`config.mk`:
```
export PLATFORM = sky130hd
export DESIGN_NAME = power_button_start_led_controller_top
export DESIGN_NICKNAME = d
export VERILOG_FILES = /design/src/hdl/pbsl_pkg.sv /design/src/hdl/pbsl_cfg_regs.sv /design/src/hdl/pbsl_ctrl.sv /design/src/hdl/pbsl_datapath.sv /design/src/hdl/power_button_start_led_controller_top.sv
export SDC_FILE = /design/constraint.sdc
export NUM_CORES = 2
export LEC_CHECK = 0
export BUFFER_PORTS_ARGS = -buffer_cell sky130_fd_sc_hd__buf_2
export CAP_MARGIN = 0
export CORE_MARGIN = 1.5
export CORE_UTILIZATION = 38
export DETAILED_ROUTE_END_ITERATION = 10
export GPL_TIMING_DRIVEN = 1
export REMOVE_ABC_BUFFERS = 1
export SETUP_SLACK_MARGIN = 0.4
export SLEW_MARGIN = 20
export SYNTH_ARGS = -nofsm -noshare
export SYNTH_HDL_FRONTEND = slang
export SYNTH_SLANG_ARGS = --single-unit
```
`constraint.sdc`:
```
create_clock -name aclk -period 11.9 [get_ports aclk]
set_clock_uncertainty 0.05 [all_clocks]
set_input_delay 1.19 -clock aclk [delete_from_list [all_inputs] [get_ports aclk]]
set_output_delay 1.19 -clock aclk [all_outputs]
set_load 0.005 [all_outputs]
```
`src/hdl/pbsl_pkg.sv`:
```
`timescale 1ns / 1ps

package pbsl_pkg;

    localparam int IN_DATA_W  = 40;
    localparam int OUT_DATA_W = 16;
    localparam int CFG_IDX_W  = 8;

    // config register indexes
    localparam logic [CFG_IDX_W-1:0] REG_DEBOUNCE = 8'd0;
    localparam logic [CFG_IDX_W-1:0] REG_FADE     = 8'd1;
    localparam logic [CFG_IDX_W-1:0] REG_BLINK    = 8'd2;

    localparam logic [15:0] DEBOUNCE_RST = 16'd200;
    localparam logic [15:0] FADE_RST     = 16'd64;
    localparam logic [15:0] BLINK_RST    = 16'd500;

    // light modes
    localparam logic [1:0] MODE_OFF     = 2'd0;
    localparam logic [1:0] MODE_BREATHE = 2'd1;
    localparam logic [1:0] MODE_ON      = 2'd2;
    localparam logic [1:0] MODE_BLINK   = 2'd3;

    // Q8.8 levels
    localparam logic [15:0] LOW_LEVEL  = 16'd6400;
    localparam logic [15:0] TOP_LEVEL  = 16'd25600;
    localparam logic [15:0] FULL_LEVEL = 16'hFF00;

    // floor(x/10) = (x * RECIP_10) >> RECIP_SHIFT, exact for x < 2^20
    localparam logic [19:0] RECIP_10    = 20'd838861;
    localparam int          RECIP_SHIFT = 23;

    localparam logic [16:0] FADE_SAT = 17'h10000;

    typedef struct packed {
        logic [15:0] debounce_ms;
        logic [15:0] fade_rate;
        logic [15:0] blink_period_ms;
    } cfg_t;

    typedef struct packed {
        logic load;   // latch input request
        logic eval;   // press logic, fade product
        logic mul;    // 0.3x scaling product
        logic upd;    // light update, load output
    } cmd_t;

    typedef struct packed {
        logic out_free;
    } sts_t;

endpackage

```
`src/hdl/pbsl_cfg_regs.sv`:
```
`timescale 1ns / 1ps

module pbsl_cfg_regs
    import pbsl_pkg::*;
(
    input  logic                 aclk,
    input  logic                 aresetn,
    input  logic                 cfg_valid,
    output logic                 cfg_ready,
    input  logic [CFG_IDX_W-1:0] cfg_index,
    input  logic [15:0]          cfg_data,
    output cfg_t                 cfg
);

    cfg_t cfg_reg;
    cfg_t cfg_next;

    assign cfg_ready = 1'b1;
    assign cfg       = cfg_reg;

    always_comb begin
        cfg_next = cfg_reg;
        if (cfg_valid) begin
            case (cfg_index)
                REG_DEBOUNCE: cfg_next.debounce_ms     = cfg_data;
                REG_FADE:     cfg_next.fade_rate       = cfg_data;
                REG_BLINK:    cfg_next.blink_period_ms = cfg_data;
                default:      cfg_next = cfg_reg;
            endcase
        end
    end

    always_ff @(posedge aclk) begin
        if (!aresetn) begin
            cfg_reg.debounce_ms     <= DEBOUNCE_RST;
            cfg_reg.fade_rate       <= FADE_RST;
            cfg_reg.blink_period_ms <= BLINK_RST;
        end else begin
            cfg_reg <= cfg_next;
        end
    end

endmodule

```
`src/hdl/pbsl_ctrl.sv`:
```
`timescale 1ns / 1ps

module pbsl_ctrl
    import pbsl_pkg::*;
(
    input  logic aclk,
    input  logic aresetn,
    input  logic in_valid,
    output logic in_ready,
    input  sts_t sts,
    output cmd_t cmd
);

    localparam logic [1:0] ST_IDLE = 2'd0;
    localparam logic [1:0] ST_EVAL = 2'd1;
    localparam logic [1:0] ST_MUL  = 2'd2;
    localparam logic [1:0] ST_UPD  = 2'd3;

    logic [1:0] state_reg;
    logic [1:0] state_next;

    assign in_ready = (state_reg == ST_IDLE);

    always_comb begin
        state_next = state_reg;
        cmd        = '0;
        case (state_reg)
            ST_IDLE: begin
                if (in_valid) begin
                    cmd.load   = 1'b1;
                    state_next = ST_EVAL;
                end
            end
            ST_EVAL: begin
                cmd.eval   = 1'b1;
                state_next = ST_MUL;
            end
            ST_MUL: begin
                cmd.mul    = 1'b1;
                state_next = ST_UPD;
            end
            ST_UPD: begin
                // hold until the output register can take the result
                if (sts.out_free) begin
                    cmd.upd    = 1'b1;
                    state_next = ST_IDLE;
                end
            end
            default: state_next = ST_IDLE;
        endcase
    end

    always_ff @(posedge aclk) begin
        if (!aresetn) begin
            state_reg <= ST_IDLE;
        end else begin
            state_reg <= state_next;
        end
    end

endmodule

```
`src/hdl/pbsl_datapath.sv`:
```
`timescale 1ns / 1ps

module pbsl_datapath
    import pbsl_pkg::*;
(
    input  logic                  aclk,
    input  logic                  aresetn,
    input  cfg_t                  cfg,
    input  cmd_t                  cmd,
    output sts_t                  sts,
    input  logic [IN_DATA_W-1:0]  in_data,
    output logic                  out_valid,
    input  logic                  out_ready,
    output logic [OUT_DATA_W-1:0] out_data
);

    // latched request
    logic [31:0] now_reg;
    logic        btn_reg, veh_reg, mcu_reg, bms_reg, obc_reg;

    // block state
    logic [1:0]  mode_reg, mode_next;
    logic [15:0] bright_reg, bright_next;
    logic        rising_reg, rising_next;
    logic [31:0] llt_reg, llt_next;
    logic [31:0] lpt_reg, lpt_next;
    logic        crank_reg, crank_next;
    logic        mcu_ok_reg, mcu_ok_next;
    logic        bms_ok_reg, bms_ok_next;
    logic        obc_act_reg, obc_act_next;
    logic [7:0]  duty_reg, duty_next;

    // per-request working values
    logic [31:0] el_reg;
    logic [47:0] raw_reg;
    logic [16:0] q_reg;
    logic        start_reg, fault_reg, stop_reg, keyon_reg;

    // output stage
    logic                  out_valid_reg;
    logic [OUT_DATA_W-1:0] out_data_reg;

    logic [31:0] dt_press;
    logic        gate, keyon, press, start, fault, stop;
    logic [1:0]  mode_p;
    logic        mcu_ok_p, bms_ok_p, obc_act_p;
    logic [31:0] el;
    logic [47:0] raw;
    logic [19:0] x3;
    logic [39:0] scaled;
    logic [16:0] fade;
    logic [17:0] sum;

    assign sts.out_free = !out_valid_reg || out_ready;
    assign out_valid    = out_valid_reg;
    assign out_data     = out_data_reg;

    // ---------------- press and readiness logic ----------------
    always_comb begin
        dt_press  = now_reg - lpt_reg;
        gate      = dt_press > {16'd0, cfg.debounce_ms};
        keyon     = crank_reg && gate;
        press     = btn_reg && gate;
        start     = press && !veh_reg && mcu_reg && bms_reg && !obc_reg;
        fault     = press && !veh_reg && !start;
        stop      = press && veh_reg;
        el        = now_reg - llt_reg;
        raw       = el * {16'd0, cfg.fade_rate};

        mode_p    = mode_reg;
        mcu_ok_p  = mcu_ok_reg;
        bms_ok_p  = bms_ok_reg;
        obc_act_p = obc_act_reg;
        bright_next = bright_reg;
        rising_next = rising_reg;
        duty_next   = duty_reg;
        lpt_next    = lpt_reg;
        crank_next  = keyon ? 1'b0 : crank_reg;

        if (press) begin
            lpt_next  = now_reg;
            duty_next = 8'd0;    // light forced off on a press
            mcu_ok_p  = mcu_reg;
            bms_ok_p  = bms_reg;
            obc_act_p = obc_reg;
            if (stop) begin
                bright_next = 16'd0;
                rising_next = 1'b0;
            end
            if (start) begin
                mode_p     = MODE_ON;
                crank_next = 1'b1;
            end else if (obc_reg) begin
                mode_p = MODE_OFF;
            end else if (!mcu_reg || !bms_reg) begin
                mode_p = MODE_BLINK;
            end else begin
                mode_p = MODE_BREATHE;
            end
        end

        // re-checks of devices not yet ready / charger active
        mode_next    = mode_p;
        mcu_ok_next  = mcu_ok_p || mcu_reg;
        bms_ok_next  = bms_ok_p || bms_reg;
        obc_act_next = obc_act_p && obc_reg;
        if ((!mcu_ok_p && !mcu_reg) || (!bms_ok_p && !bms_reg)) begin
            mode_next = MODE_BLINK;
        end
        if (obc_act_p && obc_reg) begin
            mode_next = MODE_OFF;
        end
    end

    // 0.3x scaling: (3x)/10 by reciprocal
    assign x3     = {raw_reg[17:0], 1'b0} + {2'd0, raw_reg[17:0]};
    assign scaled = x3 * RECIP_10;

    // ---------------- light update ----------------
    logic [15:0] b_upd;
    logic        r_upd;
    logic [31:0] llt_upd;
    logic [7:0]  d_upd;

    always_comb begin
        if (bright_reg < LOW_LEVEL) begin
            if ((|raw_reg[47:18]) || q_reg[16]) begin
                fade = FADE_SAT;
            end else begin
                fade = q_reg;
            end
        end else begin
            if (|raw_reg[47:16]) begin
                fade = FADE_SAT;
            end else begin
                fade = {1'b0, raw_reg[15:0]};
            end
        end
        sum = {2'd0, bright_reg} + {1'b0, fade};

        b_upd   = bright_reg;
        r_upd   = rising_reg;
        llt_upd = llt_reg;
        d_upd   = duty_reg;
        case (mode_reg)
            MODE_OFF: d_upd = 8'd0;
            MODE_BREATHE: begin
                if (rising_reg) begin
                    if (sum < {2'd0, TOP_LEVEL}) begin
                        b_upd = sum[15:0];
                    end else begin
                        b_upd = TOP_LEVEL;
                        r_upd = 1'b0;
                    end
                end else begin
                    if ({1'b0, bright_reg} > fade) begin
                        b_upd = bright_reg - fade[15:0];
                        r_upd = (fade == 17'd0);
                    end else begin
                        b_upd = 16'd0;
                        r_upd = 1'b1;
                    end
                end
                llt_upd = now_reg;
                d_upd   = b_upd[15:8];
            end
            MODE_ON: d_upd = 8'hFF;
            default: begin
                if (el_reg >= {16'd0, cfg.blink_period_ms}) begin
                    llt_upd = now_reg;
                    b_upd   = (bright_reg <= TOP_LEVEL) ? FULL_LEVEL : 16'd0;
                    d_upd   = b_upd[15:8];
                end
            end
        endcase
        llt_next = llt_upd;
    end

    // request and working registers (payload, no reset)
    always_ff @(posedge aclk) begin
        if (cmd.load) begin
            now_reg <= in_data[31:0];
            btn_reg <= in_data[32];
            veh_reg <= in_data[33];
            mcu_reg <= in_data[34];
            bms_reg <= in_data[35];
            obc_reg <= in_data[36];
        end
        if (cmd.eval) begin
            el_reg    <= el;
            raw_reg   <= raw;
            start_reg <= start;
            fault_reg <= fault;
            stop_reg  <= stop;
            keyon_reg <= keyon;
        end
        if (cmd.mul) begin
            q_reg <= scaled[RECIP_SHIFT+16:RECIP_SHIFT];
        end
        if (cmd.upd) begin
            out_data_reg <= {4'd0, keyon_reg, stop_reg, fault_reg, start_reg, d_upd};
        end
    end

    // block state
    always_ff @(posedge aclk) begin
        if (!aresetn) begin
            mode_reg      <= MODE_BREATHE;
            bright_reg    <= 16'd0;
            rising_reg    <= 1'b0;
            llt_reg       <= 32'd0;
            lpt_reg       <= 32'd0;
            crank_reg     <= 1'b0;
            mcu_ok_reg    <= 1'b0;
            bms_ok_reg    <= 1'b0;
            obc_act_reg   <= 1'b0;
            duty_reg      <= 8'd0;
            out_valid_reg <= 1'b0;
        end else begin
            if (cmd.eval) begin
                mode_reg    <= mode_next;
                bright_reg  <= bright_next;
                rising_reg  <= rising_next;
                lpt_reg     <= lpt_next;
                crank_reg   <= crank_next;
                mcu_ok_reg  <= mcu_ok_next;
                bms_ok_reg  <= bms_ok_next;
                obc_act_reg <= obc_act_next;
                duty_reg    <= duty_next;
            end
            if (cmd.upd) begin
                bright_reg <= b_upd;
                rising_reg <= r_upd;
                llt_reg    <= llt_next;
                duty_reg   <= d_upd;
            end
            if (cmd.upd) begin
                out_valid_reg <= 1'b1;
            end else if (out_ready) begin
                out_valid_reg <= 1'b0;
            end
        end
    end

endmodule

```
`src/hdl/power_button_start_led_controller_top.sv`:
```
`timescale 1ns / 1ps
// Power button start controller with status light.
// s_ channel: one update request per control-loop tick. s_tdata from bit 0:
//   now_ms[31:0], button_pressed, vehicle_on, mcu_ready, bms_ready,
//   obc_charging, zero pad to 40 bits.
// m_ channel: one result per request. m_tdata from bit 0: led_duty[7:0],
//   start_cmd, start_fault, stop_cmd, key_on_cmd, zero pad to 16 bits.
// cfg channel: cfg_index 0 debounce_ms, 1 fade_rate, 2 blink_period_ms;
//   other indexes are dropped. cfg_ready is always high.
// One request is worked at a time: accept, evaluate (fade product),
//   scale (0.3x product), update; a new request is accepted only once
//   the update step is done, as set by the four-state controller and
//   its two registered multiplies.
// Stall: the output register holds a result while m_tready is low; the next
//   request is still accepted and worked, and waits in the update step until
//   the output register frees up.
// Reset: aresetn low clears the config to 200/64/500, the light to breathing
//   at zero brightness falling, all timers and flags, and drops m_tvalid.
module power_button_start_led_controller_top
    import pbsl_pkg::*;
(
    input  logic                  aclk,
    input  logic                  aresetn,
    // request input
    input  logic                  s_tvalid,
    output logic                  s_tready,
    // now_ms[31:0], button_pressed, vehicle_on, mcu_ready, bms_ready, obc_charging
    input  logic [IN_DATA_W-1:0]  s_tdata,
    // result output
    output logic                  m_tvalid,
    input  logic                  m_tready,
    // led_duty[7:0], start_cmd, start_fault, stop_cmd, key_on_cmd
    output logic [OUT_DATA_W-1:0] m_tdata,
    // config writes
    input  logic                  cfg_valid,
    output logic                  cfg_ready,
    input  logic [CFG_IDX_W-1:0]  cfg_index,
    input  logic [15:0]           cfg_data
);

    cfg_t cfg;
    cmd_t cmd;
    sts_t sts;

    // config register file
    pbsl_cfg_regs u_cfg (
        .aclk      (aclk),
        .aresetn   (aresetn),
        .cfg_valid (cfg_valid),
        .cfg_ready (cfg_ready),
        .cfg_index (cfg_index),
        .cfg_data  (cfg_data),
        .cfg       (cfg)
    );

    // sequencer: accept, evaluate, scale, update
    pbsl_ctrl u_ctrl (
        .aclk     (aclk),
        .aresetn  (aresetn),
        .in_valid (s_tvalid),
        .in_ready (s_tready),
        .sts      (sts),
        .cmd      (cmd)
    );

    // press logic, fade arithmetic, light state, output register
    pbsl_datapath u_dp (
        .aclk      (aclk),
        .aresetn   (aresetn),
        .cfg       (cfg),
        .cmd       (cmd),
        .sts       (sts),
        .in_data   (s_tdata),
        .out_valid (m_tvalid),
        .out_ready (m_tready),
        .out_data  (m_tdata)
    );

endmodule

```
Word-level counts from Yosys, hierarchy flattened. Cells that the tools add are included.

Add/subtract/negate cells: 5. $mul: 2. Magnitude comparators: 6. Equality and inequality tests: 12. Muxes and demuxes: 51. Bitwise logic cells: 1. Reduce and logical (&&, ||, !) cells: 48.

Operators with widths (number): 16-bit 2-to-1 mux (9); 32-bit case mux with 2 select lines (1); 32-bit subtractor (2); 17-bit 2-to-1 mux (3); 32-bit by 16-bit multiplier with 48-bit output (1); 20-bit by 20-bit multiplier with 40-bit output, second input constant (1); 32-bit by 16-bit >= comparator with 1-bit output (1); 32-bit by 16-bit > comparator with 1-bit output (1); 32-bit 2-to-1 mux (1); 8-bit 2-to-1 mux (4); 16-bit case mux with 2 select lines (1); 32-bit OR reduction (1); 30-bit OR reduction (1); 8-bit case mux with 3 select lines (1); 1-bit 2-to-1 mux (22); 19-bit by 18-bit adder with 20-bit output (1); 16-bit by 17-bit adder with 18-bit output (1); 18-bit by 15-bit less-than comparator with 1-bit output, second input constant (1); 16-bit by 17-bit > comparator with 1-bit output (1); 17-bit logical NOT (1); 16-bit by 15-bit <= comparator with 1-bit output, second input constant (1); 16-bit by 13-bit less-than comparator with 1-bit output, second input constant (1); 2-bit 2-to-1 mux (8); 16-bit subtractor (1); 21 further kinds (59).

Register bits after elaboration: 296. Input bits: 69. Output and inout bits: 19. Word-level logic and storage cells: 154.

Depth between registers and ports, before layout.
Depth in word-level cells: 11. Depth in mapped cells: 39. Mapped depth without buffers: 38.

Hierarchy. Synthesis repeated with hierarchy kept, for this count alone.

Cell total of the unflattened synthesis: 4440. Area total of the unflattened synthesis: 40874.2 um2.

Modules (own cells, without submodules): pbsl_datapath (instances 1, cells each 4230, area each 38787.2 um2, seq. area each 6426.2 um2); pbsl_cfg_regs (instances 1, cells each 190, area each 1906.8 um2, seq. area each 960.9 um2); pbsl_ctrl (instances 1, cells each 20, area each 180.2 um2, seq. area each 40.0 um2).

Worst setup path before layout. Ideal clock, no wire load.

Path type: register -> register. Start: register u_dp.now_reg[1]. End: register u_dp.raw_reg[45] (data pin). Library setup time: 262 ps. Arrival: 9017 ps. Data required time: 11588 ps. Setup slack: 2571 ps. Stages on the path, launching flop included: 34. Path buffers: 1. Clock period less this slack: 9329 ps. Path through: edfxtp_1 ha_1 nor2b_1 o21a_1 o21a_1 o311a_1 a221o_1 a21oi_1 o21bai_1 a21o_1 a211oi_1 xnor2_1 clkbuf_1 nand2_1 fa_1 inv_1 fa_1 fa_1 fa_1 fa_1 inv_1 fa_1 inv_1 ha_1 a21o_1 a21o_1 a21oi_1 nor4b_1 nor4b_1 a221o_1 o41a_1 a211oi_1 a21oi_1 xor2_1.

Cells in the longest elaborated chain, start to end: 2.

Ends and longest elaborated chain: start: declaration (RTL line pbsl_datapath.sv:18) `logic [31:0] now_reg;`; start signal: assignment (RTL line pbsl_datapath.sv:182) `now_reg <= in_data[31:0];`; 32-bit subtractor (RTL line pbsl_datapath.sv:67) `el = now_reg - llt_reg;`; via u_dp.el[19] (RTL line pbsl_datapath.sv:47) `logic [31:0] el;`; 32-bit by 16-bit multiplier with 48-bit output (RTL line pbsl_datapath.sv:68) `raw = el * {16'd0, cfg.fade_rate};`; via u_dp.raw[45] (RTL line pbsl_datapath.sv:48) `logic [47:0] raw;`; end signal: assignment (RTL line pbsl_datapath.sv:191) `raw_reg <= raw;`; end: declaration (RTL line pbsl_datapath.sv:35) `logic [47:0] raw_reg;`.

The timed path passes the listed nets, and every way through them passes these cells. A chain may end at the register's enable or synchronous reset.

Worst setup path in the final report.
Start: register u_dp.now_reg[0]. End: register u_dp.raw_reg[45] (data pin).

Cells in the longest elaborated chain, start to end: 2.

Ends and longest elaborated chain (RTL line): 32-bit subtractor (pbsl_datapath.sv:67); 32-bit by 16-bit multiplier with 48-bit output (pbsl_datapath.sv:68); via u_dp.raw[45] (pbsl_datapath.sv:48).

The timed path passes the listed nets, and every way through them passes these cells.

==> impl_metrics.ini <==
[logic_synthesis]
synthesized_area_per_cell_um2 = 9.121
synth-simple-area-share = 0.1431
post_synth_inst_count = 4419
synth_mux_area_frac = 0.006302
synth_adder_area_share = 0.4254
synth_enable_flop_cells = 150
synth-xor-area-share = 0.03107
netlist_area_um2 = 40300
synth.yosys.seq_area_share = 0.1843
synthArstFlopShare = 0
synth_top_flop_cell = sky130_fd_sc_hd__edfxtp_1
synth_top_family_by_area = adder cells
ys_types = 82
ys_ff_latch = 296
compound_gate_fraction_of_synth_area = 0.1108
ys.warnings.count = 0

[worst_setup_path]
cpMostUsedCell = sky130_fd_sc_hd__fa_1
start_kind = flip-flop
cp.arrival_ns = 11.05
worstPathRequired_ns = 12.17
critical-path-max-stage-delay_ns = 0.59
crit_path_top_delay_cell = sky130_fd_sc_hd__nor4b_1
worst_setup_path_end_kind = flip-flop
critical_path_start_end_classification = reg -> reg
worstPathMaxFanout = 8

[route]
wirelength_um = 97870
wire_per_inst_um = 16.70
drt_iter0_drc = 1469
maxUsedRoutingLayer = met4
wl_met1_um = 44050
drc = 0
wl_met3_um = 3727
dr_wl_met2_um = 47540
vias = 29559
dr.pass1.iters = 5
postRouteAntennaNets = 0
vias_per_cell = 5.042

[timing]
final_period_minus_worst_setup_slack_ns = 10.77
final_max_slew_viol_count = 0
setup-tns-final_ns = 0
timing.final.setup_violations = 0
maxSlewHeadroom = 0.2645
worstMarginPinSlew_ns = 1.095
min_period_over_period = 0.9054
rsz0062_at_grt = no
peak_clock_frequency_supported_by_timing_mhz = 92.81
final_hold_viol_count = 0

[clocking]
cts.repair_timing.setup_buffer_count = 0
htree_num_levels = 2
clk_path_buf_depth = 3
clkTransAtPathRegs_ns = 0.06
worst_skew_pair.late_latency_ns = 0.58
tritoncts = yes
post_cts.resized_instances = 0
cts_inserted_buffers = 35
number_of_clock_sinks_seen_by_cts = 296
cts_root_buf = sky130_fd_sc_hd__clkbuf_16
postCtsHoldBufs = 0

[placement]
dp_hpwl_um = 77440
routabilityCongestion = 0.9117
quantity_of_i_o_buffers_inserted_on_ports = 79

[global_routing]
gr-total-overflow = 0
wire_length_of_the_first_global_routing_pass_um = 162100
first_global_vias = 30702
grt_usage = 0.1873
grt_antenna_before_repair = 4
maximum_number_of_pins_on_one_net_before_global_route_repair = 92

[hold_path]
timing.hold.worst.class = reg -> reg

[die]
die_h_um = 328.7
chipWidth_um = 328.7
i_o_pin_total = 88
rows = 119
die_area_um2 = 108000
initial_core_util = 0.3829
core_area_um2 = 105300

[cells_and_area]
layout-drive-gt1-share = 0.05038
area_growth_syn_to_layout_pct = 7.925
nNetsFinal = 5541

[flow_run]
max-cap-violations = 0

[outcome]
status = complete, no violations
## path summary, 6_finish.rpt
kind	from	to	slack, ns	depth (start not counted)
worst max register to register	u_dp.now_reg[0]	u_dp.raw_reg[45]	1.13	37
worst min-delay path	u_dp.fault_reg	u_dp.out_data[9]	0.37	0
worst min register to register	u_dp.fault_reg	u_dp.out_data[9]	0.37	0
worst max-delay path	u_dp.now_reg[0]	u_dp.raw_reg[45]	1.13	37
## worst max-delay path: cells and delay by family (launching register included)
family	cells	cell delay [ns]
mux	1	0.19
flops	1	0.40
compound gates	14	3.62
simple gates	6	1.72
xor+xnor	1	0.16
fa+ha+maj	9	4.05
buf+inv	6	0.36
## placed cells by master (no fill, tap or decap), drive strengths merged, types with 23 or more instances in the layout
cell / count
a21o: 69
clkbuf: 40
o21ai: 106
nor4: 23
nand2: 587
nand4: 27
ha: 471
and2: 214
o21a: 34
nor2: 105
a21boi: 66
inv: 893
edfxtp: 150
o211ai: 32
dfxtp: 146
buf: 136
nor2b: 52
nand3: 71
a21oi: 164
nand2b: 23
xor2: 44
xnor2: 99
nor3: 37
fa: 562
## cells by family (layout without fill, tap and decap cells)
logic type / after synthesis / in the layout
and+or+nand+nor: 1209 / 1209
buffers and inverters: 1047 / 1091
adders and majority gates: 1033 / 1033
AOI/OAI and AO/OA: 664 / 664
DFF: 296 / 296
xor gates and xnor gates: 143 / 143
muxes: 25 / 25
other: 2 / 10
## layout make-up
| type | count | area, µm² |
|---|---|---|
| Fill cell | 10519 | 61770 |
| Multi-Input combinational cell | 3079 | 28980 |
| Sequential cell | 296 | 7431 |
| Inverter | 891 | 3344 |
| Tap cell | 1391 | 1740 |
| Clock buffer | 40 | 935.9 |
| Timing Repair Buffer | 136 | 833.3 |
| Clock inverter | 24 | 224.0 |
| Antenna cell | 5 | 12.51 |
## per-layer routing
layer	track usage	vias to the layer above
met5	0	-
met4	0.04929	0
met3	0.02340	145
met2	0.3256	455
met1	0.2450	14728
li1	-	14231
## stage by stage
| stage | area (µm²) | worst slack, ns | hold slack (ns) | utilization | instances |
|---|---|---|---|---|---|
| floorplan | 39680 | 2.474 | 0.3503 | - | 4266 |
| global placement | 42300 | 1.254 | 0.3527 | 0.4018 | 5792 |
| detailed placement | 42300 | 1.156 | 0.3575 | 0.4018 | 5792 |
| CTS | 43460 | 1.160 | 0.3730 | 0.4128 | 5856 |
| global route | 43490 | 0.4073 | 0.3765 | 0.4131 | 5857 |
| finish | 43500 | 1.125 | 0.3721 | 0.4132 | 5862 |
## cell usage after synthesis (all sizes together) (6+ instances only)
| master | n | area share |
|---|---|---|
| xor2 | 44 | 0.0096 |
| edfxtp | 150 | 0.11 |
| a22o | 17 | 0.0037 |
| a21o | 69 | 0.013 |
| nor4 | 23 | 0.0037 |
| or2 | 7 | 0.0011 |
| o21ai | 106 | 0.013 |
| and2 | 214 | 0.033 |
| o21a | 34 | 0.0063 |
| a2111oi | 10 | 0.0023 |
| o211ai | 32 | 0.0060 |
| o31ai | 12 | 0.0026 |
| nor2 | 105 | 0.0098 |
| fa | 562 | 0.28 |
| a22oi | 9 | 0.0017 |
| mux2i | 22 | 0.0055 |
| or3 | 14 | 0.0023 |
| nor3 | 37 | 0.0046 |
| a32o | 6 | 0.0015 |
| dfxtp | 146 | 0.073 |
| clkbuf | 137 | 0.013 |
| buf | 19 | 0.0031 |
| ha | 471 | 0.15 |
| and3 | 22 | 0.0034 |
| xnor2 | 99 | 0.022 |
| nand3 | 71 | 0.0088 |
| nor2b | 52 | 0.0081 |
| a21oi | 164 | 0.020 |
| o31a | 10 | 0.0022 |
| and4 | 7 | 0.0015 |
| nor4b | 6 | 0.0013 |
| a31oi | 15 | 0.0023 |
| o22ai | 19 | 0.0029 |
| a211oi | 20 | 0.0037 |
| nand2 | 587 | 0.055 |
| a21boi | 66 | 0.012 |
| o21bai | 21 | 0.0039 |
| nand4 | 27 | 0.0042 |
| inv | 891 | 0.083 |
| nand2b | 23 | 0.0036 |
Power is left out: the tool's default activity adds up to more than one toggle a clock period on the data nets, which glitch-free logic cannot reach.
